## src/rtl/core/laplacian_3x3_edge_filter_defines.svh

```systemverilog
// Assertion macros shared by the edge filter RTL.
`ifndef LAPLACIAN_3X3_EDGE_FILTER_DEFINES_SVH
`define LAPLACIAN_3X3_EDGE_FILTER_DEFINES_SVH
`ifndef SYNTHESIS
`define LAP_ASSERT(label, clk, rst_n, prop, msg) \
  label: assert property (@(posedge clk) disable iff (!rst_n) prop) else $error(msg);
`define LAP_ASSERT_NEVER(label, clk, rst_n, expr, msg) \
  label: assert property (@(posedge clk) disable iff (!rst_n) !(expr)) else $error(msg);
`else
`define LAP_ASSERT(label, clk, rst_n, prop, msg)
`define LAP_ASSERT_NEVER(label, clk, rst_n, expr, msg)
`endif
`endif

```

## src/rtl/core/lap_pkg.sv

```systemverilog
// Shared constants and types of the 3x3 Laplacian edge filter.
package lap_pkg;

  localparam int LAP_MAX_WIDTH = 8192;
  localparam int LAP_PIX_W     = 8;
  localparam int LAP_ROW_W     = 16;
  localparam int LAP_WIDTH_W   = 14;
  localparam int LAP_HEIGHT_W  = 16;
  localparam int LAP_DATA_W    = 16;
  localparam int LAP_IDX_W     = 2;
  localparam int LAP_RESET_DIM = 6000;
  localparam int LAP_MIN_DIM   = 3;
  localparam int LAP_GAIN_SH   = 3;
  localparam int LAP_SUM_W     = LAP_PIX_W + LAP_GAIN_SH;

  typedef enum logic [LAP_IDX_W-1:0] {
    REG_FRAME_WIDTH  = 2'd0,
    REG_FRAME_HEIGHT = 2'd1
  } lap_reg_e;

  typedef struct packed {
    logic emit;
    logic last;
  } lap_flags_t;

endpackage

```

## src/rtl/core/lap_win.sv

```systemverilog
// Line store write-back, 3x3 window, Laplacian kernel and output register.
`include "laplacian_3x3_edge_filter_defines.svh"
module lap_win #(
  parameter int MaxWidth = lap_pkg::LAP_MAX_WIDTH
) (
  input  logic                           clk_i,
  input  logic                           rst_ni,
  input  logic                           s1_valid_i,
  output logic                           s1_ready_o,
  input  lap_pkg::lap_flags_t            s1_flags_i,
  input  logic [lap_pkg::LAP_PIX_W-1:0]  s1_pix_i,
  input  logic [$clog2(MaxWidth)-1:0]    s1_addr_i,
  input  logic [lap_pkg::LAP_ROW_W-1:0]  s1_row_i,
  input  logic [$clog2(MaxWidth)-1:0]    s1_col_i,
  input  logic [2*lap_pkg::LAP_PIX_W-1:0] rd_data_i,
  output logic                           wr_en_o,
  output logic [$clog2(MaxWidth)-1:0]    wr_addr_o,
  output logic [2*lap_pkg::LAP_PIX_W-1:0] wr_data_o,
  output logic                           out_valid_o,
  input  logic                           out_stall_i,
  output logic [lap_pkg::LAP_PIX_W-1:0]  pixel_out_o,
  output logic [lap_pkg::LAP_ROW_W-1:0]  out_row_o,
  output logic [$clog2(MaxWidth)-1:0]    out_col_o,
  output logic                           frame_last_o
);
  import lap_pkg::*;

  localparam int ColW = $clog2(MaxWidth);

  logic [LAP_PIX_W-1:0] win_q [3][3];
  logic [LAP_PIX_W-1:0] top_px, mid_px;
  logic                 s2_valid_q;
  lap_flags_t           s2_flags_q;
  logic [LAP_ROW_W-1:0] s2_row_q;
  logic [ColW-1:0]      s2_col_q;
  logic                 out_valid_q;
  logic [LAP_PIX_W-1:0] out_pix_q;
  logic [LAP_ROW_W-1:0] out_row_q;
  logic [ColW-1:0]      out_col_q;
  logic                 out_last_q;
  logic                 out_ready;
  logic                 s2_move;
  logic                 s2_free;
  logic                 s1_take;
  logic                 out_load;
  logic [LAP_SUM_W-1:0] pos_sum, neg_sum, diff;
  logic [LAP_PIX_W-1:0] lap_px;

  assign top_px = rd_data_i[2*LAP_PIX_W-1:LAP_PIX_W];
  assign mid_px = rd_data_i[LAP_PIX_W-1:0];

  assign out_ready  = !out_valid_q || !out_stall_i;
  assign s2_move    = s2_valid_q && (!s2_flags_q.emit || out_ready);
  assign s2_free    = !s2_valid_q || s2_move;
  assign s1_take    = s1_valid_i && s2_free;
  assign out_load   = s2_move && s2_flags_q.emit;
  assign s1_ready_o = s2_free;

  assign wr_en_o   = s1_take;
  assign wr_addr_o = s1_addr_i;
  assign wr_data_o = {mid_px, s1_pix_i};

  always_comb begin
    pos_sum = {win_q[1][1], LAP_GAIN_SH'(0)};
    neg_sum = LAP_SUM_W'(win_q[0][0]) + LAP_SUM_W'(win_q[0][1]) + LAP_SUM_W'(win_q[0][2])
            + LAP_SUM_W'(win_q[1][0]) + LAP_SUM_W'(win_q[1][2])
            + LAP_SUM_W'(win_q[2][0]) + LAP_SUM_W'(win_q[2][1]) + LAP_SUM_W'(win_q[2][2]);
    diff    = pos_sum - neg_sum;
    if (neg_sum > pos_sum) begin
      lap_px = '0;
    end else if (diff > LAP_SUM_W'(255)) begin
      lap_px = '1;
    end else begin
      lap_px = diff[LAP_PIX_W-1:0];
    end
  end

  always_ff @(posedge clk_i or negedge rst_ni) begin
    if (!rst_ni) begin
      for (int k = 0; k < 3; k++) begin
        for (int j = 0; j < 3; j++) begin
          win_q[k][j] <= '0;
        end
      end
      s2_valid_q  <= 1'b0;
      out_valid_q <= 1'b0;
    end else begin
      if (s1_take) begin
        for (int k = 0; k < 3; k++) begin
          win_q[k][0] <= win_q[k][1];
          win_q[k][1] <= win_q[k][2];
        end
        win_q[0][2] <= top_px;
        win_q[1][2] <= mid_px;
        win_q[2][2] <= s1_pix_i;
      end
      if (s2_free) begin
        s2_valid_q <= s1_valid_i;
      end
      if (out_load) begin
        out_valid_q <= 1'b1;
      end else if (!out_stall_i) begin
        out_valid_q <= 1'b0;
      end
    end
  end

  always_ff @(posedge clk_i) begin
    if (s1_take) begin
      s2_flags_q <= s1_flags_i;
      s2_row_q   <= s1_row_i;
      s2_col_q   <= s1_col_i;
    end
    if (out_load) begin
      out_pix_q  <= lap_px;
      out_row_q  <= s2_row_q;
      out_col_q  <= s2_col_q;
      out_last_q <= s2_flags_q.last;
    end
  end

  assign out_valid_o  = out_valid_q;
  assign pixel_out_o  = out_pix_q;
  assign out_row_o    = out_row_q;
  assign out_col_o    = out_col_q;
  assign frame_last_o = out_last_q;

  `LAP_ASSERT(a_s2_held, clk_i, rst_ni, s2_valid_q && s2_flags_q.emit && !out_ready |=> s2_valid_q, "result dropped while output stalled")

endmodule

```

## config.mk

```make
export PLATFORM = sky130hd
export DESIGN_NAME = lap_win
export DESIGN_NICKNAME = d
export VERILOG_FILES = /design/src/rtl/core/lap_pkg.sv /design/src/rtl/core/lap_win.sv
export VERILOG_INCLUDE_DIRS = /design/src /design/src/rtl/core
export SDC_FILE = /design/constraint.sdc
export NUM_CORES = 1
export LEC_CHECK = 0
export ABC_AREA = 1
export BUFFER_PORTS_ARGS = -buffer_cell sky130_fd_sc_hd__buf_4
export CAP_MARGIN = 10
export CORE_MARGIN = 5
export CORE_UTILIZATION = 55
export CTS_CLUSTER_SIZE = 12
export DETAILED_ROUTE_END_ITERATION = 8
export PLACE_DENSITY = 0.89
export SETUP_SLACK_MARGIN = 0.2
export SLEW_MARGIN = 20
export SYNTH_ARGS = -nofsm -noshare
export SYNTH_HDL_FRONTEND = slang
export SYNTH_SLANG_ARGS = --single-unit
```

## constraint.sdc

```tcl
create_clock -name clk_i -period 7.3 [get_ports clk_i]
set_clock_uncertainty 0.15 [all_clocks]
set_input_delay 1.095 -clock clk_i [delete_from_list [all_inputs] [get_ports clk_i]]
set_output_delay 1.095 -clock clk_i [all_outputs]
set_load 0.005 [all_outputs]
```

==> metrics.md, run 1 <==
| Metric | Value |
|---|---|
| Antenna Violating Nets Remaining | `0` |
| CP dominant cell by count | `fa_1` |
| WL final | `14,200 µm` |
| NumNets Final | `917` |
| Hold Buf Count CTS | `0` |
| GRT Util Overall | `19.3%` |
| Hold Path Class | `flop to flop` |
| Setup crit end kind | `flop` |
| Setup ws final | `1.73 ns` |
| Synth Instances | `684` |
| Synthesized Nets | `824` |
| Fraction of layout cells with a size suffix above 1 | `20.2%` |
| Initial antenna violation count | `0` |
| Fin. Hold Viols | `0` |
| RSZ-0062 raised after global routing | `false` |
| DR vias | `4,696` |
| Clk_lat worst skew | `0.42 ns` |
| Starting Density | `55.4%` |
| Worst-Margin Slew | `0.929 ns` |
| Port Buf Inserts | `115` |
| H-tree levels | `4` |
| Count of cell types in the netlist | `32` |
| Worst path max stage delay | `0.53 ns` |
| Core Box Area | `13,100 µm²` |
| Crit-path cells | `inv_1, fa_1, inv_1, fa_1, fa_1, fa_1, ha_1, fa_1, nand3_1, nand2_1, a21oi_1, o21bai_1, xor2_1, ha_1, inv_1, o21bai_1, nor2_1, nand2_2, nand2_1, nand2_1, nor2_4, nand3_2, nor2_1, nor2_1` |
| Final setup fails | `0` |
| Fin crit share | `76.3%` |
| Min-delay src | `s2_col_q[10]$_DFFE_PP_` |
| WL per Instance | `14.7 µm` |
| Setup bufs post-CTS | `0` |
| HPWL Detailed | `9870 µm` |
| Clock buffer depth | `2` |
| Initial DRC count | `329` |
| Floorplan row count | `42` |
| P&R area growth vs syn | `18.6%` |
| Synth Cell Area | `7250 µm²` |
| Pin count of the biggest net entering global routing | `106` |
| Worst path arrival time | `5.59 ns` |
| Gr ovfl total | `0` |
| Placed Instances | `933` |
| Sequential-to-total area share from yosys stat | `54.1%` |
| YS warnings | `0` |
| Final cell count without fillers | `964` |
| Vias in the first global route | `5,081` |
| Crit. Startpoint | `win_q[10]$_DFFE_PN0P_` |
| Critical path class | `flop to flop` |
| Slowest CP cell | `fa_1` |
| Place WS | `1.79 ns` |
| GR Util met1 | `21.4%` |
| Clock buffer count from CTS | `17` |
| Fill cells | `953` |
| Hold WS | `0.263 ns` |
| Max cap viols | `0` |
| Reg2reg setup slack | `1.73 ns` |
| Die W | `125 µm` |
| Worst-path clk slew | `0.06 ns` |
| Outcome | `finished, final reports clean` |
| Setup TNS | `0 ns` |
| Area of the die | `15,600 µm²` |
| Seq cells post-synth | `143` |
| Via/cell ratio | `4.87` |
| FF-to-FF Start | `win_q[10]$_DFFE_PN0P_` |
| Clock Sink Count | `143` |
| M2 GR Usage | `35.0%` |
| Met3 Use GR | `5.02%` |
| Average size of a mapped cell | `10.6 µm²` |
| Gpl congestion | `0.845` |
| Max Freq | `0.180 GHz` |
| Crit path launch type | `flop` |
| Max FO, Critical Path | `4` |
| GR peak layer | `met2` |
| Global-route wire length before repair | `23,900 µm` |
| Clock tree from TritonCTS | `yes` |
| Relative slew slack | `38.1%` |
| Chip Height | `125 µm` |
| Post-CTS sizing | `0` |
| Clock root cell | `clkbuf_16` |
| Antenna fix cells | `0` |
| Ports | `142` |
| Remaining DRCs | `0` |
| Max-slew violations | `0` |
| Crit path time final | `5.57 ns` |
| Router iterations before antenna repair | `5` |
| Critical Path RT | `7.32 ns` |
[flip-flops by register name, summed over array words and instances, names as in the netlist, 2 cells and up]
register	flops
pixel_out_o	8
s2_row_q	16
win_q	64
s2_flags_q	2
pos_sum	8
out_row_o	16
s2_col_q	13
out_col_o	13
[logic make-up after synthesis]
group | after synthesis | synth area share, %
AO/OA/AOI/OAI | 73 | 5.45
adder cells (fa/ha/maj) | 68 | 16.6
flip-flops | 143 | 54.1
buffers and inverters | 178 | 10.9
XOR/XNOR | 7 | 0.845
AND/OR/NAND/NOR | 215 | 12.1
[synth_stat cells (all sizes together)]
master,count,share of area [%]
nand2,170,9.0
inv,133,6.9
dfrtp,74,26
edfxtp,69,29
o21ai,56,3.9
fa,47,13
buf,37,3.6
nor2,26,1.5
ha,21,3.6
nand3,14,1.2
a21oi,13,1.1
clkbuf,7,0.36
xor2,4,0.48
xnor2,3,0.36
nand3b,2,0.21
o21bai,2,0.21
a21o,1,0.10
and2,1,0.086
clkinv,1,0.052
nand4,1,0.086
nor3,1,0.069
o311ai,1,0.12
[layout by cell type, fill, tap and decap left out, drive strengths merged, types with 14 or more instances in the layout]
cell type,count
nand2,170
inv,133
buf,118
dfrtp,74
edfxtp,69
o21ai,56
fa,47
nor2,26
ha,21
clkbuf,21
nand3,14
[worst max-delay path, delay by kind of cell, from the launching register on]
kind            cells  cell delay [ns]
fa+ha+maj           7             3.02
simple gates       10             1.05
xor+xnor            1             0.15
compound gates      3             0.33
buf+inv             3             0.22
flops               1             0.37
[layer usage]
layer  routed length, µm  vias up
li1                    -     2266
met1                5390     2277
met2                7840      123
met3                 650       30
met4                 336        0
met5                   0        -
[per-stage QoR]
stage	utilization, %	instance area (µm²)
3_3_place_gp	61.8	8080
2_1_floorplan	-	7250
3_5_place_dp	61.8	8080
5_1_grt	65.7	8600
4_1_cts	65.5	8570
6_report	65.7	8600
[path summary, 6_finish.rpt]
path,cells after the start,to
max,24,pixel_out_o[4]$_SDFFCE_PN0P_
min,0,out_col_o[10]$_DFFE_PP_
max reg2reg,24,pixel_out_o[4]$_SDFFCE_PN0P_
min reg2reg,0,out_col_o[10]$_DFFE_PP_
max in group asynchronous,1,win_q[40]$_DFFE_PN0P_
min in group asynchronous,1,win_q[62]$_DFFE_PN0P_
[cell type report]
class | instances | area, µm² | share of cell area, %
sequential | 143 | 3920 | 45.6
multi-input combinational | 363 | 2560 | 29.7
timing repair buffer | 118 | 906 | 10.5
inverter | 134 | 503 | 5.85
clock buffer | 21 | 440 | 5.12
tap | 176 | 220 | 2.56
clock inverter | 9 | 47.5 | 0.553
Power of run 1 is left out: the tool's default activity adds up to more than one toggle a clock period on the data nets, which glitch-free logic cannot reach.
==> inputs of run 2 (changes only) <==
CORE_UTILIZATION = 50   (was 55)
PLACE_DENSITY = 0.85   (was 0.89)
clock period = 4.51 ns   (was 7.3 ns; I/O delays follow)
==> metrics.md, run 2 (synthesized netlist as in run 1, its figures left out) <==
| Metric | Value |
|---|---|
| Outcome | `finished, violations left` |
| Failing checks | `negative setup slack` |
| Clock buffer depth | `2 (unchanged)` |
| Starting Density | `50.5% (-5.0 points)` |
| Clock root cell | `clkbuf_16` |
| Clock tree from TritonCTS | `yes` |
| Hold Path Class | `input port to async pin` |
| Router iterations before antenna repair | `5 (unchanged)` |
| Fin. Hold Viols | `0 (unchanged)` |
| Pin count of the biggest net entering global routing | `87 (-18%)` |
| Final cell count without fillers | `1,036 (+7.5%)` |
| Chip Height | `130 µm (+4.5%)` |
| Max-slew violations | `0 (unchanged)` |
| Number of cells on the worst reg-to-reg path | `23 (-4.2%)` |
| Gpl congestion | `0.816 (-3.4%)` |
| Port Buf Inserts | `115 (unchanged)` |
| WL final | `16,500 µm (+16%)` |
| Fill cells | `993 (+4.2%)` |
| Floorplan row count | `44 (+4.8%)` |
| Worst-path clk slew | `0.06 ns (about the same)` |
| RSZ-0062 raised after global routing | `true` |
| Remaining DRCs | `0 (unchanged)` |
| Critical path class | `flop to flop` |
| Antenna fix cells | `0 (unchanged)` |
| Most frequent cells in the layout | `buf_4, nand2_1, inv_1` |
| Initial antenna violation count | `0 (unchanged)` |
| Worst-Margin Slew | `0.944 ns (+0.0150 ns)` |
| H-tree levels | `4 (unchanged)` |
| Vias in the first global route | `5,342 (+5.1%)` |
| P&R area growth vs syn | `28.7%` |
| Core Box Area | `14,400 µm² (+9.8%)` |
| FF-to-FF Start | `win_q[26]$_DFFE_PN0P_` |
| Max FO, Critical Path | `4 (unchanged)` |
| Area of the die | `17,000 µm² (+9.2%)` |
| Critical Path RT | `4.54 ns (-2.78 ns)` |
| Via/cell ratio | `4.96 (+1.8%)` |
| GRT Util Overall | `19.5% (+0.19 points)` |
| Max Freq | `0.184 GHz (+2.6%)` |
| Worst path arrival time | `5.46 ns (-0.13 ns)` |
| Clk_lat worst skew | `0.42 ns (about the same)` |
| Die W | `130 µm (+4.5%)` |
| Most common cell after layout, fill and taps aside | `buf_4` |
| Setup ws final | `-0.915 ns (-2.65 ns)` |
| Antenna Violating Nets Remaining | `0 (unchanged)` |
| Placed Instances | `995 (+6.6%)` |
| Largest register FFs | `64 (unchanged)` |
| Fraction of layout cells with a size suffix above 1 | `32.7% (+13 points)` |
| Setup crit end kind | `flop` |
| Fin crit share | `120% (+44 points)` |
| NumNets Final | `979 (+6.8%)` |
| Ports | `142 (unchanged)` |
| R2r endpoint | `pixel_out_o[4]$_SDFFCE_PN0P_` |
| Hold Buf Count CTS | `0 (unchanged)` |
| Relative slew slack | `37.1% (-1.0 points)` |
| Crit path time final | `5.43 ns (-0.142 ns)` |
| Final setup fails | `8 (+8)` |
| Crit path launch type | `flop` |
| Global-route wire length before repair | `25,500 µm (+6.8%)` |
| WL per Instance | `15.9 µm (+7.8%)` |
| Initial DRC count | `273 (-17%)` |
| Reg2reg setup slack | `-0.92 ns (-2.65 ns)` |
| DR vias | `5,136 (+9.4%)` |
| Top reg by flops | `win_q` |
| Gr ovfl total | `0 (unchanged)` |
| Max cap viols | `0 (unchanged)` |
| HPWL Detailed | `10,400 µm (+5.4%)` |
| Clock Sink Count | `143 (unchanged)` |
| Clock buffer count from CTS | `17 (unchanged)` |
-- run 2: repair_timing --
action,4_1_cts,5_1_grt
resized for setup,21,27
pin swaps,32,37
setup endpoints to repair,8,8
setup buffers,4,5
-- run 2: worst max-delay path: stages (launching register included) --
cell	delay, ns
dfrtp_1	0.36
inv_2	0.07
fa_1	0.57
inv_2	0.06
fa_2	0.57
fa_1	0.43
fa_1	0.49
ha_4	0.19
fa_2	0.35
nand3_2	0.08
nand2_2	0.06
buf_4	0.13
xor2_1	0.21
ha_1	0.33
nand2_1	0.15
a21oi_1	0.11
nor2_2	0.20
nand2_2	0.09
nand2_2	0.06
nand2_2	0.06
nor2_4	0.17
nand3_4	0.12
nor2_2	0.11
nor2_1	0.06
-- run 2: per-stage QoR --
step	util (%)	hold WS (ns)	cell area (µm²)	setup TNS [ns]	setup slack (ns)
2_1_floorplan	-	0.231	7300	-3.81	-0.495
3_3_place_gp	59.4	0.250	8540	-5.08	-0.646
3_5_place_dp	59.6	0.255	8560	-6.17	-0.805
4_1_cts	64.1	0.262	9220	-5.71	-0.758
5_1_grt	65.0	0.259	9330	-8.72	-1.14
6_report	65.0	0.239	9330	-7.05	-0.915
-- run 2: worst max-delay path by stage --
| stage | from | depth (start not counted) | to |
|---|---|---|---|
| global route | win_q[26]$_DFFE_PN0P_ | 25 | pixel_out_o[2]$_SDFFCE_PN0P_ |
| floorplan | win_q[26]$_DFFE_PN0P_ | 24 | pixel_out_o[6]$_SDFFCE_PN0P_ |
| global placement | win_q[4]$_DFFE_PN0P_ | 26 | pixel_out_o[4]$_SDFFCE_PN0P_ |
| CTS | win_q[19]$_DFFE_PN0P_ | 25 | pixel_out_o[4]$_SDFFCE_PN0P_ |
| detailed placement | win_q[14]$_DFFE_PN0P_ | 24 | pixel_out_o[4]$_SDFFCE_PN0P_ |
| finish | win_q[26]$_DFFE_PN0P_ | 23 | pixel_out_o[4]$_SDFFCE_PN0P_ |
-- run 2: layer usage --
layer / wire, µm / global-route usage (%) / share of wire (%)
met1: 5750 / 21.4 / 35
met2: 9280 / 35.8 / 56
met3: 732 / 4.88 / 4.4
met4: 689 / 8.53 / 4.2
met5: 0 / 0 / 0
-- run 2: area by class of cell --
cell class / count / area [µm²] / share of cell area (%)
sequential: 143 / 3920 / 42.0
timing repair buffer: 180 / 1370 / 14.7
clock inverter: 13 / 136 / 1.46
multi-input combinational: 363 / 2740 / 29.3
clock buffer: 19 / 433 / 4.64
inverter: 134 / 503 / 5.39
tap: 184 / 230 / 2.47
Power of run 2 is left out for the same reason.
==> inputs of run 3 (changes only) <==
SKIP_LAST_GASP = 1   (was not set)
==> metrics.md, run 3 (synthesized netlist as in run 1, its figures left out) <==
| Metric | Value |
|---|---|
| Max-slew violations | `0 (unchanged)` |
| Crit path launch type | `flop` |
| Global-route wire length before repair | `25,500 µm (unchanged)` |
| Core Box Area | `14,400 µm² (unchanged)` |
| Clock root cell | `clkbuf_16` |
| Number of cells on the worst reg-to-reg path | `23 (unchanged)` |
| Largest register FFs | `64 (unchanged)` |
| Router iterations before antenna repair | `5 (unchanged)` |
| Max FO, Critical Path | `4 (unchanged)` |
| Initial antenna violation count | `0 (unchanged)` |
| Clock tree from TritonCTS | `yes` |
| Reg2reg setup slack | `-0.92 ns (about the same)` |
| Antenna Violating Nets Remaining | `0 (unchanged)` |
| Worst-Margin Slew | `0.944 ns (unchanged)` |
| DR vias | `5,134 (-0.039%)` |
| RSZ-0062 raised after global routing | `true` |
| Crit path time final | `5.43 ns (-0.0000300 ns)` |
| Critical Path RT | `4.54 ns (about the same)` |
| Gpl congestion | `0.816 (unchanged)` |
| Starting Density | `50.5% (unchanged)` |
| Top reg by flops | `win_q` |
| Worst-path clk slew | `0.06 ns (about the same)` |
| Pin count of the biggest net entering global routing | `87 (unchanged)` |
| R2r endpoint | `pixel_out_o[4]$_SDFFCE_PN0P_` |
| Ports | `142 (unchanged)` |
| Hold Buf Count CTS | `0 (unchanged)` |
| Hold Path Class | `input port to async pin` |
| Gr ovfl total | `0 (unchanged)` |
| Port Buf Inserts | `115 (unchanged)` |
| Remaining DRCs | `0 (unchanged)` |
| Design area | `9330 µm² (unchanged)` |
| Final setup fails | `8 (unchanged)` |
| GRT Util Overall | `19.5% (unchanged)` |
| Setup ws final | `-0.915 ns (+0.0000300 ns)` |
| Critical path class | `flop to flop` |
| Setup crit end kind | `flop` |
| Failing checks | `negative setup slack` |
| Worst path arrival time | `5.46 ns (about the same)` |
| Fraction of layout cells with a size suffix above 1 | `32.7% (unchanged)` |
| Die W | `130 µm (unchanged)` |
| Floorplan row count | `44 (unchanged)` |
| Clock Sink Count | `143 (unchanged)` |
| Clk_lat worst skew | `0.42 ns (about the same)` |
| Clock buffer depth | `2 (unchanged)` |
| Most frequent cells in the layout | `buf_4, nand2_1, inv_1` |
| Max cap viols | `0 (unchanged)` |
| HPWL Detailed | `10,400 µm (unchanged)` |
| FF-to-FF Start | `win_q[26]$_DFFE_PN0P_` |
| Chip Height | `130 µm (unchanged)` |
| P&R area growth vs syn | `28.7% (unchanged)` |
| Max Freq | `0.184 GHz (about the same)` |
| Fin crit share | `120% (about the same)` |
| Fin. Hold Viols | `0 (unchanged)` |
| Area of the die | `17,000 µm² (unchanged)` |
| Placed cell areas | `8560 µm² (unchanged)` |
| NumNets Final | `979 (unchanged)` |
| H-tree levels | `4 (unchanged)` |
| Outcome | `finished, violations left` |
| Antenna fix cells | `0 (unchanged)` |
| Initial DRC count | `271 (-0.73%)` |
| WL per Instance | `15.9 µm (about the same)` |
| Clock buffer count from CTS | `17 (unchanged)` |
| Relative slew slack | `37.1% (unchanged)` |
| Via/cell ratio | `4.96 (about the same)` |
| Most common cell after layout, fill and taps aside | `buf_4` |
| Vias in the first global route | `5,342 (unchanged)` |
| WL final | `16,500 µm (about the same)` |
## run 3: cell counts in the layout (fill, tap and decap cells not counted)
Identical to the previous run, type by type.
## run 3: worst max-delay path by stage
stage                          start                      endpoint  slack [ns]  cells past startpoint
3_3_place_gp    win_q[4]$_DFFE_PN0P_  pixel_out_o[4]$_SDFFCE_PN0P_       -0.65                     26
4_1_cts        win_q[19]$_DFFE_PN0P_  pixel_out_o[4]$_SDFFCE_PN0P_       -0.76                     25
6_report       win_q[26]$_DFFE_PN0P_  pixel_out_o[4]$_SDFFCE_PN0P_       -0.92                     23
5_1_grt        win_q[26]$_DFFE_PN0P_  pixel_out_o[2]$_SDFFCE_PN0P_       -1.14                     25
2_1_floorplan  win_q[26]$_DFFE_PN0P_  pixel_out_o[6]$_SDFFCE_PN0P_       -0.50                     24
3_5_place_dp   win_q[14]$_DFFE_PN0P_  pixel_out_o[4]$_SDFFCE_PN0P_       -0.81                     24
## run 3: final cells by class
cell class	instances	area, µm²
Tap cell	184	230
Clock inverter	13	136
Multi-Input combinational cell	363	2740
Fill cell	993	5030
Timing Repair Buffer	180	1370
Clock buffer	19	433
Sequential cell	143	3920
Inverter	134	503
## run 3: per-layer routing
layer | global-route usage [%] | wire (µm) | up-vias
li1 | - | - | 2399
met1 | 21.4 | 5770 | 2508
met2 | 35.8 | 9280 | 169
met3 | 4.88 | 721 | 58
met4 | 8.53 | 689 | 0
met5 | 0 | 0 | -
## run 3: metrics by stage
step / utilization, % / hold WS [ns] / instances / worst slack, ns / TNS, ns
finish: 65.0 / 0.239 / 1036 / -0.915 / -7.05
global route: 65.0 / 0.259 / 1036 / -1.14 / -8.72
CTS: 64.1 / 0.262 / 1031 / -0.758 / -5.71
detailed placement: 59.6 / 0.255 / 995 / -0.805 / -6.17
global placement: 59.4 / 0.250 / 994 / -0.646 / -5.08
floorplan: - / 0.231 / 684 / -0.495 / -3.81
## run 3: worst max-delay path, cell delays in order (launching register included)
cell,delay [ns]
dfrtp_1,0.36
inv_2,0.07
fa_1,0.57
inv_2,0.06
fa_2,0.57
fa_1,0.43
fa_1,0.49
ha_4,0.19
fa_2,0.35
nand3_2,0.08
nand2_2,0.06
buf_4,0.13
xor2_1,0.21
ha_1,0.33
nand2_1,0.15
a21oi_1,0.11
nor2_2,0.20
nand2_2,0.09
nand2_2,0.06
nand2_2,0.06
nor2_4,0.17
nand3_4,0.12
nor2_2,0.11
nor2_1,0.06
## run 3: repair_timing
action | 4_1_cts | 5_1_grt
endpoints found under the setup margin | 8 | 8
resized for setup | 21 | 27
setup buffers | 4 | 5
endpoints found under the hold margin | 0 | 0
pin swaps | 32 | 37
Power of run 3 is left out for the same reason.
