File: config.mk
export PLATFORM = sky130hd
export DESIGN_NAME = lap_front
export DESIGN_NICKNAME = d
export VERILOG_FILES = /design/src/rtl/core/lap_pkg.sv /design/src/rtl/core/lap_front.sv
export VERILOG_INCLUDE_DIRS = /design/src /design/src/rtl/core
export SDC_FILE = /design/constraint.sdc
export NUM_CORES = 1
export LEC_CHECK = 0
export BUFFER_PORTS_ARGS = -buffer_cell sky130_fd_sc_hd__buf_2
export CELL_PAD_IN_SITES_DETAIL_PLACEMENT = 1
export CELL_PAD_IN_SITES_GLOBAL_PLACEMENT = 2
export CORE_MARGIN = 5
export CORE_UTILIZATION = 30
export CTS_CLUSTER_DIAMETER = 60
export DETAILED_ROUTE_END_ITERATION = 16
export GPL_TIMING_DRIVEN = 0
export PLACE_DENSITY_LB_ADDON = 0.1
export SLEW_MARGIN = 20
export SYNTH_ARGS = -nofsm -noshare
export SYNTH_HDL_FRONTEND = slang
export SYNTH_SLANG_ARGS = --single-unit
File: constraint.sdc
create_clock -name clk_i -period 4.9 [get_ports clk_i]
set_input_delay 0.245 -clock clk_i [delete_from_list [all_inputs] [get_ports clk_i]]
set_output_delay 0.245 -clock clk_i [all_outputs]
set_load 0.005 [all_outputs]
File: src/rtl/core/laplacian_3x3_edge_filter_defines.svh
// Assertion macros shared by the edge filter RTL.
`ifndef LAPLACIAN_3X3_EDGE_FILTER_DEFINES_SVH
`define LAPLACIAN_3X3_EDGE_FILTER_DEFINES_SVH
`ifndef SYNTHESIS
`define LAP_ASSERT(label, clk, rst_n, prop, msg) \
  label: assert property (@(posedge clk) disable iff (!rst_n) prop) else $error(msg);
`define LAP_ASSERT_NEVER(label, clk, rst_n, expr, msg) \
  label: assert property (@(posedge clk) disable iff (!rst_n) !(expr)) else $error(msg);
`else
`define LAP_ASSERT(label, clk, rst_n, prop, msg)
`define LAP_ASSERT_NEVER(label, clk, rst_n, expr, msg)
`endif
`endif

File: src/rtl/core/lap_pkg.sv
// Shared constants and types of the 3x3 Laplacian edge filter.
package lap_pkg;

  localparam int LAP_MAX_WIDTH = 8192;
  localparam int LAP_PIX_W     = 8;
  localparam int LAP_ROW_W     = 16;
  localparam int LAP_WIDTH_W   = 14;
  localparam int LAP_HEIGHT_W  = 16;
  localparam int LAP_DATA_W    = 16;
  localparam int LAP_IDX_W     = 2;
  localparam int LAP_RESET_DIM = 6000;
  localparam int LAP_MIN_DIM   = 3;
  localparam int LAP_GAIN_SH   = 3;
  localparam int LAP_SUM_W     = LAP_PIX_W + LAP_GAIN_SH;

  typedef enum logic [LAP_IDX_W-1:0] {
    REG_FRAME_WIDTH  = 2'd0,
    REG_FRAME_HEIGHT = 2'd1
  } lap_reg_e;

  typedef struct packed {
    logic emit;
    logic last;
  } lap_flags_t;

endpackage

File: src/rtl/core/lap_front.sv
// Input stage: frame registers, raster counters and line store read issue.
`include "laplacian_3x3_edge_filter_defines.svh"
module lap_front #(
  parameter int MaxWidth = lap_pkg::LAP_MAX_WIDTH
) (
  input  logic                           clk_i,
  input  logic                           rst_ni,
  input  logic                           cfg_valid_i,
  input  logic [lap_pkg::LAP_IDX_W-1:0]  cfg_index_i,
  input  logic [lap_pkg::LAP_DATA_W-1:0] cfg_data_i,
  input  logic                           in_valid_i,
  output logic                           in_stall_o,
  input  logic [lap_pkg::LAP_PIX_W-1:0]  pixel_in_i,
  output logic                           rd_en_o,
  output logic [$clog2(MaxWidth)-1:0]    rd_addr_o,
  output logic                           s1_valid_o,
  input  logic                           s1_ready_i,
  output lap_pkg::lap_flags_t            s1_flags_o,
  output logic [lap_pkg::LAP_PIX_W-1:0]  s1_pix_o,
  output logic [$clog2(MaxWidth)-1:0]    s1_addr_o,
  output logic [lap_pkg::LAP_ROW_W-1:0]  s1_row_o,
  output logic [$clog2(MaxWidth)-1:0]    s1_col_o
);
  import lap_pkg::*;

  localparam int ColW    = $clog2(MaxWidth);
  localparam int EffW    = LAP_WIDTH_W + 1;
  localparam int ResetW  = (LAP_RESET_DIM > MaxWidth) ? MaxWidth : LAP_RESET_DIM;

  logic [ColW-1:0]         w_last_q, w_last_d;
  logic [LAP_ROW_W-1:0]    h_last_q, h_last_d;
  logic [ColW-1:0]         col_q, col_d;
  logic [LAP_ROW_W-1:0]    row_q, row_d;
  logic                    s1_valid_q, s1_valid_d;
  lap_flags_t              s1_flags_q;
  logic [LAP_PIX_W-1:0]    s1_pix_q;
  logic [ColW-1:0]         s1_addr_q;
  logic [LAP_ROW_W-1:0]    s1_row_q;
  logic [ColW-1:0]         s1_col_q;
  logic [EffW-1:0]         w_eff;
  logic [LAP_HEIGHT_W-1:0] h_eff;
  logic                    accept;
  logic                    wr_width;
  logic                    wr_height;
  logic                    col_end;
  logic                    row_end;

  assign wr_width  = cfg_valid_i && (cfg_index_i == REG_FRAME_WIDTH);
  assign wr_height = cfg_valid_i && (cfg_index_i == REG_FRAME_HEIGHT);

  always_comb begin
    w_eff = {1'b0, cfg_data_i[LAP_WIDTH_W-1:0]};
    if (w_eff < EffW'(LAP_MIN_DIM)) begin
      w_eff = EffW'(LAP_MIN_DIM);
    end
    if (w_eff > EffW'(MaxWidth)) begin
      w_eff = EffW'(MaxWidth);
    end
    h_eff = cfg_data_i[LAP_HEIGHT_W-1:0];
    if (h_eff < LAP_HEIGHT_W'(LAP_MIN_DIM)) begin
      h_eff = LAP_HEIGHT_W'(LAP_MIN_DIM);
    end
  end

  assign w_last_d = wr_width ? ColW'(w_eff - EffW'(1)) : w_last_q;
  assign h_last_d = wr_height ? LAP_ROW_W'(h_eff - LAP_HEIGHT_W'(1)) : h_last_q;

  assign in_stall_o = s1_valid_q && !s1_ready_i;
  assign accept     = in_valid_i && !in_stall_o;
  assign col_end    = (col_q == w_last_q);
  assign row_end    = (row_q == h_last_q);

  always_comb begin
    col_d = col_q;
    row_d = row_q;
    if (wr_width || wr_height) begin
      col_d = '0;
      row_d = '0;
    end else if (accept) begin
      if (col_end) begin
        col_d = '0;
        row_d = row_end ? '0 : row_q + LAP_ROW_W'(1);
      end else begin
        col_d = col_q + ColW'(1);
      end
    end
  end

  assign s1_valid_d = accept || (s1_valid_q && !s1_ready_i);

  always_ff @(posedge clk_i or negedge rst_ni) begin
    if (!rst_ni) begin
      w_last_q   <= ColW'(ResetW - 1);
      h_last_q   <= LAP_ROW_W'(LAP_RESET_DIM - 1);
      col_q      <= '0;
      row_q      <= '0;
      s1_valid_q <= 1'b0;
    end else begin
      w_last_q   <= w_last_d;
      h_last_q   <= h_last_d;
      col_q      <= col_d;
      row_q      <= row_d;
      s1_valid_q <= s1_valid_d;
    end
  end

  always_ff @(posedge clk_i) begin
    if (accept) begin
      s1_flags_q.emit <= (row_q >= LAP_ROW_W'(2)) && (col_q >= ColW'(2));
      s1_flags_q.last <= row_end && col_end;
      s1_pix_q        <= pixel_in_i;
      s1_addr_q       <= col_q;
      s1_row_q        <= row_q - LAP_ROW_W'(1);
      s1_col_q        <= col_q - ColW'(1);
    end
  end

  assign rd_en_o    = accept;
  assign rd_addr_o  = col_q;
  assign s1_valid_o = s1_valid_q;
  assign s1_flags_o = s1_flags_q;
  assign s1_pix_o   = s1_pix_q;
  assign s1_addr_o  = s1_addr_q;
  assign s1_row_o   = s1_row_q;
  assign s1_col_o   = s1_col_q;

  `LAP_ASSERT(a_col_in_frame, clk_i, rst_ni, col_q <= w_last_q, "column beyond frame width")
  `LAP_ASSERT(a_row_in_frame, clk_i, rst_ni, row_q <= h_last_q, "row beyond frame height")

endmodule

==> impl_results.md, run 1 <==
* Startpoint Class: flip-flop
* Critical Path End Type: flip-flop
* Overall die area at 0.0226 mm^2
* Crit-path leading delay family: simple AND/OR/NAND/NOR gates
* WL final at 17.6 mm
* Power density relative to cell area at 339 mW/mm^2
* Reg2Reg Launch Point: rd_addr_o[4]
* Worst slack after detailed placement at 1.27 ns
* Critical-path top delay cell: sky130_fd_sc_hd__nor4_1
* I/O pins at 99
* Relative max-transition margin at 49.1%
* Flops & latches, synth at 111
* Buffers from clock root to sink, at most at 2
* Min-Delay Endpoint: s1_pix_o[2]
* Number of global-route vias before repair at 4974
* Total overflow reported by the global router at 0
* Unrepaired setup endpoints after global routing: no
* Reg-to-reg slack, setup at 1.84 ns
* Ordered cell list for the critical path: clkbuf_1 -> xor2_1 -> nor4_1 -> nor4b_1 -> and3_1 -> buf_1 -> a31o_2
* Most used DFF post-synth: sky130_fd_sc_hd__edfxtp_1
* Cell Rows at 51
* Clock period minus worst slack at 3.06 ns
* Critical Path AT at 3.36 ns
* Cell Count, Final, Fillers Out at 957
* GR met3 Demand/Resource at 2.95%
* 1st-iter DRT viols at 204
* Power share of the clock group at 35.4%
* Reg2reg path depth at 7
* Number of buffers inserted by port buffering at 96
* Wire length of the first global-routing pass at 28.3 mm
* Residual DRC count at 0
* Final-report hold violation count at 0
* Total placed cells including tap cells at 940
* Final worst slack at 1.84 ns
* Mux share of post-synthesis cell area at 0.529%
* Initial cell density of the core at 30.5%
* Number of antenna violations at the first check in global routing at 0
* Cell count of the worst hold path at 1
* Number of setup violations in the final report at 0
* Core area at 0.0194 mm^2
* Kind of critical path: flip-flop to flip-flop
* Tightest Hold Check Type: input pin to flip-flop
* Sequential area share after synthesis at 51.8%
* H-tree depth reported by CTS at 3
* Netlist area before placement at 0.00591 mm^2
* Library cell used as clock root buffer: sky130_fd_sc_hd__clkbuf_16
* WL per Instance at 18.4 um
* Die span in x at 150 um
* Flop pwr share at 48.3%
* Internal power at 1.78 mW
* Overall routing resource usage at 16.0%
* Clock tree from TritonCTS: built
* Number of enable-type register cells in the synthesized netlist at 52
* Clock sink total at 111
* Postcts setup bufs at 0
* Buffering stage count on the worst path with inverters included at 2
* Via density per instance at 4.96
* Slowest stage delay, CP at 0.63 ns
* Post-layout net count at 726
* LEAKAGE at 3.06 nW
* Synth-to-Final Area Change at 20.9%
* Compound-cell area share of the yosys netlist at 11.4%
* Post-synthesis simple-gate area fraction at 19.5%
* Combinational family with the most area after synthesis: simple AND/OR/NAND/NOR gates
* Number of pins with negative max-slew slack in the final report at 0
* Number of antenna diodes at 0
* Proportion of synthesized flip-flops having asynchronous set or reset at 53.2%
* Total vias in the final route at 4749
* Peak-usage layer in the global routing report: met2
* Worst skew pair latency at 0.36 ns
* Synth warnings at 0
* Clock Pin Slew Worst Setup and Hold Paths at 0.08 ns
* Post-synthesis adder-cell area fraction at 1.69%
* Share of cells above drive strength 1 at 21.4%
* Die extent in y at 150 um
* Data required, critical path at 5.20 ns
* Global routing met1 resource utilization at 22.4%
* RR Endpoint: row_q[13]
* Synthesized netlist cell count at 577
* Transition time at the pin with the least slew margin at 0.757 ns
* Peak supply drop at 0.145 mV
* Post-synthesis average cell area at 10.2 um^2
* Placer's final routability congestion estimate at 0.829
* Number of buffers created by CTS at 9
* Run status: completed
* Half-perimeter wire length after detailed placement at 13.3 mm
* Part of the power in combinational logic at 16.3%
* Net switching fraction of the power at 26.4%
* Routed Antenna Nets at 0
* Portion of the clock cycle consumed by the worst path in the final layout at 62.4%
* Beginning of the worst hold path: pixel_in_i[2]
* Count of maximum capacitance violations at 0
* Met2 capacity usage during global routing at 25.5%
* Largest fanout on the critical path at 10
* Distinct cell type count of the synthesized netlist at 55
* Switch Pwr at 641 uW
* XOR/XNOR share of the synthesized area at 10.8%
* Post-synthesis net count at 616
* Worst Skew at 0.0210 ns
* Count of TritonRoute iterations in the first routing pass at 4
* Maximum operating frequency at 327 MHz
* Maximum number of pins on one net before global-route repair at 52
* Accumulated negative setup slack at 0 ns
==> metrics by stage <==
step                      util (%)  total power [mW]  hold WS, ns  instance area [um^2]
after floorplan                  -              1.42      -0.0506                  5910
after global placement        34.6              1.58        0.421                  6720
after detailed placement      35.0              1.60        0.105                  6790
after CTS                     36.8              2.47       0.0386                  7140
after global routing          36.8              2.57       0.0301                  7140
final                         36.8              2.42       0.0506                  7140
==> cells in the final DEF (no fill, tap or decap), drive strengths merged, types with 8 or more instances in the layout <==
| master | Yosys | final |
|---|---|---|
| buf | 8 | 106 |
| xor2 | 55 | 55 |
| nand2 | 52 | 52 |
| edfxtp | 52 | 52 |
| clkbuf | 35 | 46 |
| nor2 | 45 | 45 |
| dfrtp | 39 | 39 |
| nor3 | 30 | 30 |
| nor4 | 23 | 23 |
| inv | 20 | 21 |
| o21ai | 21 | 21 |
| dfstp | 20 | 20 |
| xnor2 | 18 | 18 |
| nand4 | 15 | 15 |
| nand3 | 14 | 14 |
| a32o | 14 | 14 |
| a21oi | 11 | 11 |
| a31oi | 11 | 11 |
| and3 | 9 | 9 |
| a21o | 9 | 9 |
| ha | 8 | 8 |
==> worst max path at each step <==
| stage | slack, ns | endpoint | cells past startpoint | startpoint |
|---|---|---|---|---|
| finish | 1.84 | row_q[13] | 7 | rd_addr_o[4] |
| global placement | 1.25 | w_last_q[8] | 12 | cfg_data_i[9] |
| detailed placement | 1.27 | w_last_q[8] | 12 | cfg_data_i[9] |
| floorplan | 2.11 | w_last_q[8] | 13 | cfg_data_i[2] |
| CTS | 1.65 | w_last_q[8] | 12 | cfg_data_i[9] |
| global route | 1.50 | row_q[0] | 7 | rd_addr_o[4] |
==> power by group through the flow <==
stage / Clock (mW) / Combinational (mW) / Sequential [mW]
after floorplan: 0 / 0.238 / 1.18
after global placement: 0 / 0.388 / 1.19
after detailed placement: 0 / 0.405 / 1.19
after CTS: 0.886 / 0.407 / 1.18
after global routing: 0.928 / 0.455 / 1.19
final: 0.857 / 0.396 / 1.17
==> Yosys cell counts, drive strengths merged, types with 2 or more instances <==
cell type  number  area share, %
o21ai          21            1.8
o31ai           5           0.64
dfrtp          39             17
a2bb2oi         2           0.30
inv            20            1.3
o211a           2           0.34
nor4b           2           0.30
a21oi          11           0.93
buf             8           0.68
dfstp          20            8.9
nand4          15            1.6
edfxtp         52             26
and2            3           0.32
and4            4           0.59
nand2          52            3.3
or4             6           0.83
or3             4           0.42
nand3          14            1.2
a31oi          11            1.2
ha              8            1.7
clkbuf         35            2.2
a21o            9            1.1
a31o            5           0.74
a32o           14            2.4
nand2b          6           0.64
and3            9           0.95
xnor2          18            2.7
nor2           45            2.9
nor4           23            2.4
nor2b           7           0.74
o211ai          3           0.38
xor2           55            8.2
or2             2           0.21
mux2i           2           0.34
nor3           30            2.5
==> sequential cells by signal, summed over array words and instances (netlist names) <==
signal / cells
s1_pix_o: 8
rd_addr_o: 13
s1_flags_o: 2
h_last_q: 16
s1_addr_o: 13
s1_row_o: 16
row_q: 16
s1_valid_o: 1
s1_col_o: 13
w_last_q: 13
==> logic make-up (layout without fill, tap and decap cells) <==
group,count (synthesis),in the layout
AOI/OAI and AO/OA,93,93
buffers and inverters,63,178
adders and majority gates,8,8
muxes,3,3
xor gates and xnor gates,73,73
DFF,111,111
and+or+nand+nor,226,226
==> cell type report <==
| class | instances | area (um^2) |
|---|---|---|
| Buffer | 43 | 171 |
| Clock buffer | 11 | 233 |
| Clock inverter | 5 | 108 |
| Fill cell | 2261 | 12300 |
| Inverter | 20 | 75.1 |
| Multi-Input combinational cell | 403 | 2610 |
| Sequential cell | 111 | 3060 |
| Tap cell | 265 | 332 |
| Timing Repair Buffer | 99 | 548 |
==> per-layer routing <==
metal,vias up,routed length [um]
met5,-,0
met4,0,176
met3,11,931
met2,105,8050
met1,2328,8460
li1,2305,-
==> timing repair <==
item                      in CTS  in global routing
hold endpoints to repair       8                  0
hold buffers                   1                  0
gates resized for setup        0                  0
(Power assumes the default switching activity.)
==> run 2, diff against run 1 <==
ABC_AREA = 1   (was default)
clock period = 2.55 ns   (was 4.9 ns; I/O delays follow)
==> run 2 against run 1 <==
Effect of this change:
- wire length is 0.57% higher
- global-route usage down 0.083 points
- count of clock-buffer cells in the layout decreased by 2
- clock power up 82%
- area after synthesis grew 2.1%
- synthesized cell count up 17%
- sequential share of layout area decreased by 0.95 points
- critical endpoint is now s1_col_o[10]
- fmax increased by 36%
- register-to-register slack got worse by 1.5 ns
- sequential power grew 120%
- critical path type unchanged
- power up 130%
==> impl_results.md, run 2 <==
* Run status: completed
* Part of the power in combinational logic at 27.3%
* Count of TritonRoute iterations in the first routing pass at 4
* Unrepaired setup endpoints after global routing: no
* H-tree depth reported by CTS at 3
* Hold Buf Count CTS at 10
* Largest fanout on the critical path at 9
* Number of buffers created by CTS at 9
* Critical Path AT at 2.35 ns
* Flop pwr share at 45.3%
* Cell Rows at 51
* Synth-to-Final Area Change at 21.1%
* Share of cells above drive strength 1 at 22.6%
* Total vias in the final route at 5085
* Overall routing resource usage at 16.0%
* Data required, critical path at 2.65 ns
* Half-perimeter wire length after detailed placement at 14.1 mm
* Overall die area at 0.0230 mm^2
* Clock Pin Slew Worst Setup and Hold Paths at 0.08 ns
* Accumulated negative setup slack at 0 ns
* Transition time at the pin with the least slew margin at 0.665 ns
* Peak supply drop at 0.262 mV
* Worst skew pair latency at 0.36 ns
* LEAKAGE at 3.21 nW
* I/O pins at 99
* Synth top area cells: sky130_fd_sc_hd__edfxtp_1 26%, sky130_fd_sc_hd__dfrtp_1 16%, sky130_fd_sc_hd__dfstp_2 8.7%
* Commonest cells post-synth: 140 x sky130_fd_sc_hd__nand2_1, 68 x sky130_fd_sc_hd__nor2_1, 62 x sky130_fd_sc_hd__inv_1
* Number of global-route vias before repair at 5415
* Number of buffers inserted by port buffering at 94
* Post_cts resized at 0
* Buffers from clock root to sink, at most at 2
* Net switching fraction of the power at 33.2%
* Portion of the clock cycle consumed by the worst path in the final layout at 88.0%
* Post-synthesis average cell area at 8.92 um^2
* Total met3 wirelength after detailed routing at 753 um
* Wire length on met1 at 8.48 mm
* Number of pins with negative max-slew slack in the final report at 0
* Cell repeated most along the worst path: sky130_fd_sc_hd__nand3_1
* Reg2reg path depth at 6
* Switch Pwr at 1.89 mW
* Crit-path leading delay family: simple AND/OR/NAND/NOR gates
* Synth warnings at 0
* Highest metal used: met4
* Die extent in y at 152 um
* Flops & latches, synth at 111
* Netlist area before placement at 0.00603 mm^2
* Clock tree from TritonCTS: built
* 1st-iter DRT viols at 230
* Clock sink total at 111
* Most frequent cells in the layout: 140 x sky130_fd_sc_hd__nand2_1, 98 x sky130_fd_sc_hd__buf_2, 68 x sky130_fd_sc_hd__nor2_1
* Die span in x at 152 um
* Number of antenna diodes at 0
* Post-synthesis net count at 715
* Via density per instance at 4.78
* Met2 wirelength from detailed routing at 8.20 mm
* Number of enable-type register cells in the synthesized netlist at 52
* Power share of the clock group at 27.4%
* WL final at 17.7 mm
* Proportion of synthesized flip-flops having asynchronous set or reset at 53.2%
* Synthesized netlist cell count at 676
* Residual DRC count at 0
* Critical Path End Type: flip-flop
* Worst Skew at 0.0139 ns
* Post-route cell area at 0.00730 mm^2
* Power density relative to cell area at 778 mW/mm^2
* Clock period minus worst slack at 2.24 ns
* Most repeated cell in the gate-level netlist after synthesis: sky130_fd_sc_hd__nand2_1
* Post-layout net count at 832
* Maximum operating frequency at 445 MHz
* Wire length of the first global-routing pass at 29.1 mm
* Startpoint Class: flip-flop
* Total overflow reported by the global router at 0
* Critical Path Stages at 6
* Kind of critical path: flip-flop to flip-flop
* Number of setup violations in the final report at 0
* Postcts setup bufs at 0
* Final-report hold violation count at 0
* Sequential area share after synthesis at 50.8%
* Library cell used as clock root buffer: sky130_fd_sc_hd__clkbuf_16
* Critical-path top delay cell: sky130_fd_sc_hd__nor3_1
* Most common cell after layout, fill and taps aside: sky130_fd_sc_hd__nand2_1
* Count of maximum capacitance violations at 0
* Maximum number of pins on one net before global-route repair at 39
* Tightest Hold Check Type: input pin to flip-flop
* Cell taking the most area after synthesis: sky130_fd_sc_hd__edfxtp_1
* Ordered cell list for the critical path: inv_1 -> ha_1 -> nand3_1 -> nor3_1 -> nand3_1 -> xor2_1
* Slowest stage delay, CP at 0.46 ns
* Number of antenna violations at the first check in global routing at 0
* Area of placed instances at 0.00688 mm^2
* WL per Instance at 16.7 um
* Most used DFF post-synth: sky130_fd_sc_hd__edfxtp_1
* Cell count of the worst hold path at 3
* Internal power at 3.79 mW
* Distinct cell type count of the synthesized netlist at 49
* Routed Antenna Nets at 0
* Buffering stage count on the worst path with inverters included at 1
* Yosys top cell area share at 25.9%
* Core area at 0.0197 mm^2
* Initial cell density of the core at 30.7%
* Placer's final routability congestion estimate at 0.876
* Relative max-transition margin at 55.1%
[run 2: changes by cell type after synthesis, moves of 9 or more]
cell	change
sky130_fd_sc_hd__a21o_1	-9
sky130_fd_sc_hd__a32o_1	-14
sky130_fd_sc_hd__clkbuf_1	-29
sky130_fd_sc_hd__inv_1	+42
sky130_fd_sc_hd__nand2_1	+88
sky130_fd_sc_hd__nand3_1	+17
sky130_fd_sc_hd__nor2_1	+23
sky130_fd_sc_hd__nor4_1	-14
sky130_fd_sc_hd__o21ai_0	+26
sky130_fd_sc_hd__xor2_1	-15
[run 2: power groups by stage]
stage / clock (mW) / sequential, mW / combinational [mW]
2_1_floorplan: 0 / 2.55 / 0.998
3_5_place_dp: 0 / 2.61 / 1.56
3_3_place_gp: 0 / 2.60 / 1.52
4_1_cts: 1.62 / 2.58 / 1.59
6_report: 1.56 / 2.57 / 1.55
5_1_grt: 1.69 / 2.61 / 1.77
[run 2: cells by family (layout without fill, tap and decap cells)]
group           after synthesis  in the layout  share of synthesized area (%)
simple gates                321            321                           23.9
flops                       111            111                           50.8
buf+inv                      93            215                           6.97
compound gates               87             87                           8.55
xor+xnor                     56             56                           8.13
fa+ha+maj                     8              8                           1.66
[run 2: path summary, 6_finish.rpt]
path	slack (ns)	start	end
max	0.31	rd_addr_o[0]	s1_col_o[10]
min	0.11	cfg_data_i[7]	h_last_q[7]
max reg2reg	0.31	rd_addr_o[0]	s1_col_o[10]
min reg2reg	0.48	rd_addr_o[2]	s1_addr_o[2]
max in group asynchronous	1.74	rst_ni	h_last_q[8]
min in group asynchronous	0.22	rst_ni	s1_valid_o
[run 2: routing by layer]
metal	global-route usage [%]	vias to the layer above
met5	0	-
met4	5.12	0
met3	1.84	17
li1	-	2491
met1	21.6	2478
met2	26.7	99
[run 2: layout make-up]
cell class              count  area [um^2]
fillers                  2316        12400
flip-flops and latches    111         3060
multi-input cells         472         2550
repair buffers            106          613
well taps                 265          332
inverters                  71          272
clock buffers               9          225
plain buffers              22          149
clock inverters             7          103
[run 2: stage by stage]
stage | hold WS, ns | util [%] | instances | setup slack [ns] | power [mW]
final | 0.111 | 37.2 | 1063 | 0.305 | 5.68
after global routing | 0.108 | 37.2 | 1063 | 0.0949 | 6.07
after CTS | 0.0970 | 37.2 | 1063 | 0.303 | 5.79
after detailed placement | 0.0657 | 35.0 | 1037 | 0.325 | 4.18
after global placement | 0.307 | 34.8 | 1035 | 0.156 | 4.12
after floorplan | -0.168 | - | 676 | 0.544 | 3.54
[run 2: tightest hold or removal path, cell delays in order]
cell and delay [ns]:
sky130_fd_sc_hd__buf_2 0.15, sky130_fd_sc_hd__nand2_1 0.08, sky130_fd_sc_hd__a2bb2oi_1 0.05
==> run 3, diff against run 2 <==
CAP_MARGIN = 20   (was default)
clock period = 2.1 ns   (was 2.55 ns; I/O delays follow)
==> run 3 against run 2 <==
Effect of this change:
- sequential share of layout area decreased by 0.96 points
- worst hold slack got worse by 0.027 ns
- flip-flop and latch count unchanged
- fmax increased by 9.0%
- sequential power increased by 22%
- count of clock-buffer cells in the layout unchanged
- cell area increased by 2.7%
- core utilization increased by 0.99 points
- largest power group unchanged
- global-route usage about the same
- final cell count increased by 1.1%
- non-clock buffer count increased by 12
- wire length increased by 1.3%
==> impl_results.md, run 3 (synthesized netlist as in run 2, its figures left out) <==
* Via density per instance at 4.77
* Clock tree from TritonCTS: built
* Peak supply drop at 0.313 mV
* Die extent in y at 152 um
* Critical Path End Type: flip-flop
* 1st-iter DRT viols at 188
* Die span in x at 152 um
* Post-route total power at 6.98 mW
* Cell count of the worst hold path at 3
* Wire length of the first global-routing pass at 29.1 mm
* I/O pins at 99
* Count of TritonRoute iterations in the first routing pass at 4
* Total overflow reported by the global router at 0
* Total vias in the final route at 5128
* FF+latch area at 0.00307 mm^2
* Routed Antenna Nets at 0
* Power density relative to cell area at 931 mW/mm^2
* Maximum operating frequency at 486 MHz
* Most frequent cells in the layout: 139 x sky130_fd_sc_hd__nand2_1, 97 x sky130_fd_sc_hd__buf_2, 63 x sky130_fd_sc_hd__nor2_1
* Worst skew pair latency at 0.36 ns
* Most common cell after layout, fill and taps aside: sky130_fd_sc_hd__nand2_1
* Fill count at 2305
* LEAKAGE at 3.27 nW
* Half-perimeter wire length after detailed placement at 14.1 mm
* Worst slack after detailed placement at -0.125 ns
* Relative max-transition margin at 55.1%
* WL per Instance at 16.7 um
* Reg2reg path depth at 9
* Worst Skew at 0.0143 ns
* Residual DRC count at 0
* Run status: completed
* Number of buffers created by CTS at 9
* Number of global-route vias before repair at 5427
* Overall routing resource usage at 16.0%
* Critical Path AT at 2.30 ns
* Portion of the clock cycle consumed by the worst path in the final layout at 98.1%
* Largest fanout on the critical path at 9
* Library cell used as clock root buffer: sky130_fd_sc_hd__clkbuf_16
* Number of pins with negative max-slew slack in the final report at 0
* Number of antenna violations at the first check in global routing at 0
* WL final at 18.0 mm
* Accumulated negative setup slack at 0 ns
* Cell Rows at 51
* Number of setup violations in the final report at 0
* Placer's final routability congestion estimate at 0.876
* Tightest Hold Check Type: input pin to flip-flop
* Transition time at the pin with the least slew margin at 0.665 ns
* Share of cells above drive strength 1 at 26.5%
* Clock sink total at 111
* H-tree depth reported by CTS at 3
* Number of antenna diodes at 0
* Number of buffers inserted by port buffering at 94
* Startpoint Class: flip-flop
* Buffers from clock root to sink, at most at 2
* Initial cell density of the core at 30.7%
* Final worst slack at 0.0406 ns
* Clock Pin Slew Worst Setup and Hold Paths at 0.07 ns
* Post-layout net count at 844
* Final-report hold violation count at 0
* Kind of critical path: flip-flop to flip-flop
* Area taken by multi-input logic gates at 0.00260 mm^2
* Synth-to-Final Area Change at 24.3%
* Maximum number of pins on one net before global-route repair at 39
* Core area at 0.0197 mm^2
* Data required, critical path at 2.34 ns
* Clock period minus worst slack at 2.06 ns
* Count of maximum capacitance violations at 0
* Overall die area at 0.0230 mm^2
## run 3: changes by cell type in the layout (fill, tap and decap cells not counted), sizes merged
cell,change
buf,+10
inv,-2
clkbuf,+2
clkinvlp,+2
## run 3: worst max-delay path: stages, from the launching register on
cell and delay, ns:
sky130_fd_sc_hd__dfrtp_2 0.44, sky130_fd_sc_hd__clkinvlp_4 0.19, sky130_fd_sc_hd__nand2_1 0.11, sky130_fd_sc_hd__o21ai_0 0.10, sky130_fd_sc_hd__nor4_1 0.31, sky130_fd_sc_hd__nand4_1 0.18, sky130_fd_sc_hd__nand2_2 0.16, sky130_fd_sc_hd__nand2_8 0.11
sky130_fd_sc_hd__clkbuf_16 0.18, sky130_fd_sc_hd__o21a_1 0.18
## run 3: area by class of cell
class                      instances  share of cell area, %
buffer                            22                   2.15
clock buffer                       9                   3.00
clock inverter                     7                   1.37
inverter                          71                   3.82
multi-input combinational        472                   34.6
sequential                       111                   41.0
tap                              265                   4.42
timing repair buffer             118                   9.61
## run 3: stage by stage
| step | util [%] | instances | cell area [um^2] | hold slack [ns] |
|---|---|---|---|---|
| after floorplan | - | 676 | 6030 | -0.191 |
| after global placement | 34.8 | 1035 | 6830 | 0.285 |
| after detailed placement | 35.0 | 1037 | 6880 | 0.0432 |
| after CTS | 37.2 | 1063 | 7310 | 0.0745 |
| after global routing | 38.2 | 1075 | 7500 | 0.0857 |
| final | 38.2 | 1075 | 7500 | 0.0838 |
## run 3: worst paths after layout
check                              start            to  slack, ns
setup / recovery            rd_addr_o[9]      row_q[6]       0.04
hold / removal             cfg_data_i[7]   h_last_q[7]       0.08
hold reg to reg             w_last_q[10]  w_last_q[10]       0.48
max in group asynchronous         rst_ni   h_last_q[3]       1.31
min in group asynchronous         rst_ni    s1_valid_o       0.19
setup reg to reg            rd_addr_o[9]      row_q[6]       0.04
## run 3: report_power, final
group | switching [mW] | total [mW] | leakage (nW) | internal, mW
sequential | 0.312 | 3.13 | 1.21 | 2.82
clock | 0.830 | 1.89 | 0.162 | 1.06
combinational | 1.18 | 1.95 | 1.90 | 0.771
total | 2.33 | 6.98 | 3.27 | 4.65
## run 3: what timing repair did
action | 4_1_cts | 5_1_grt
cloned | 0 | 1
setup endpoints to repair | 15 | 31
pin swaps | 0 | 4
buffers inserted | 0 | 11
hold buffers | 10 | 0
hold endpoints to repair | 34 | 0
resized for setup | 6 | 28
## run 3: layer usage
layer / wire length, um / track usage, %
met5: 0 / 0
met4: 341 / 5.12
met3: 766 / 1.84
met2: 8290 / 26.8
met1: 8550 / 21.6
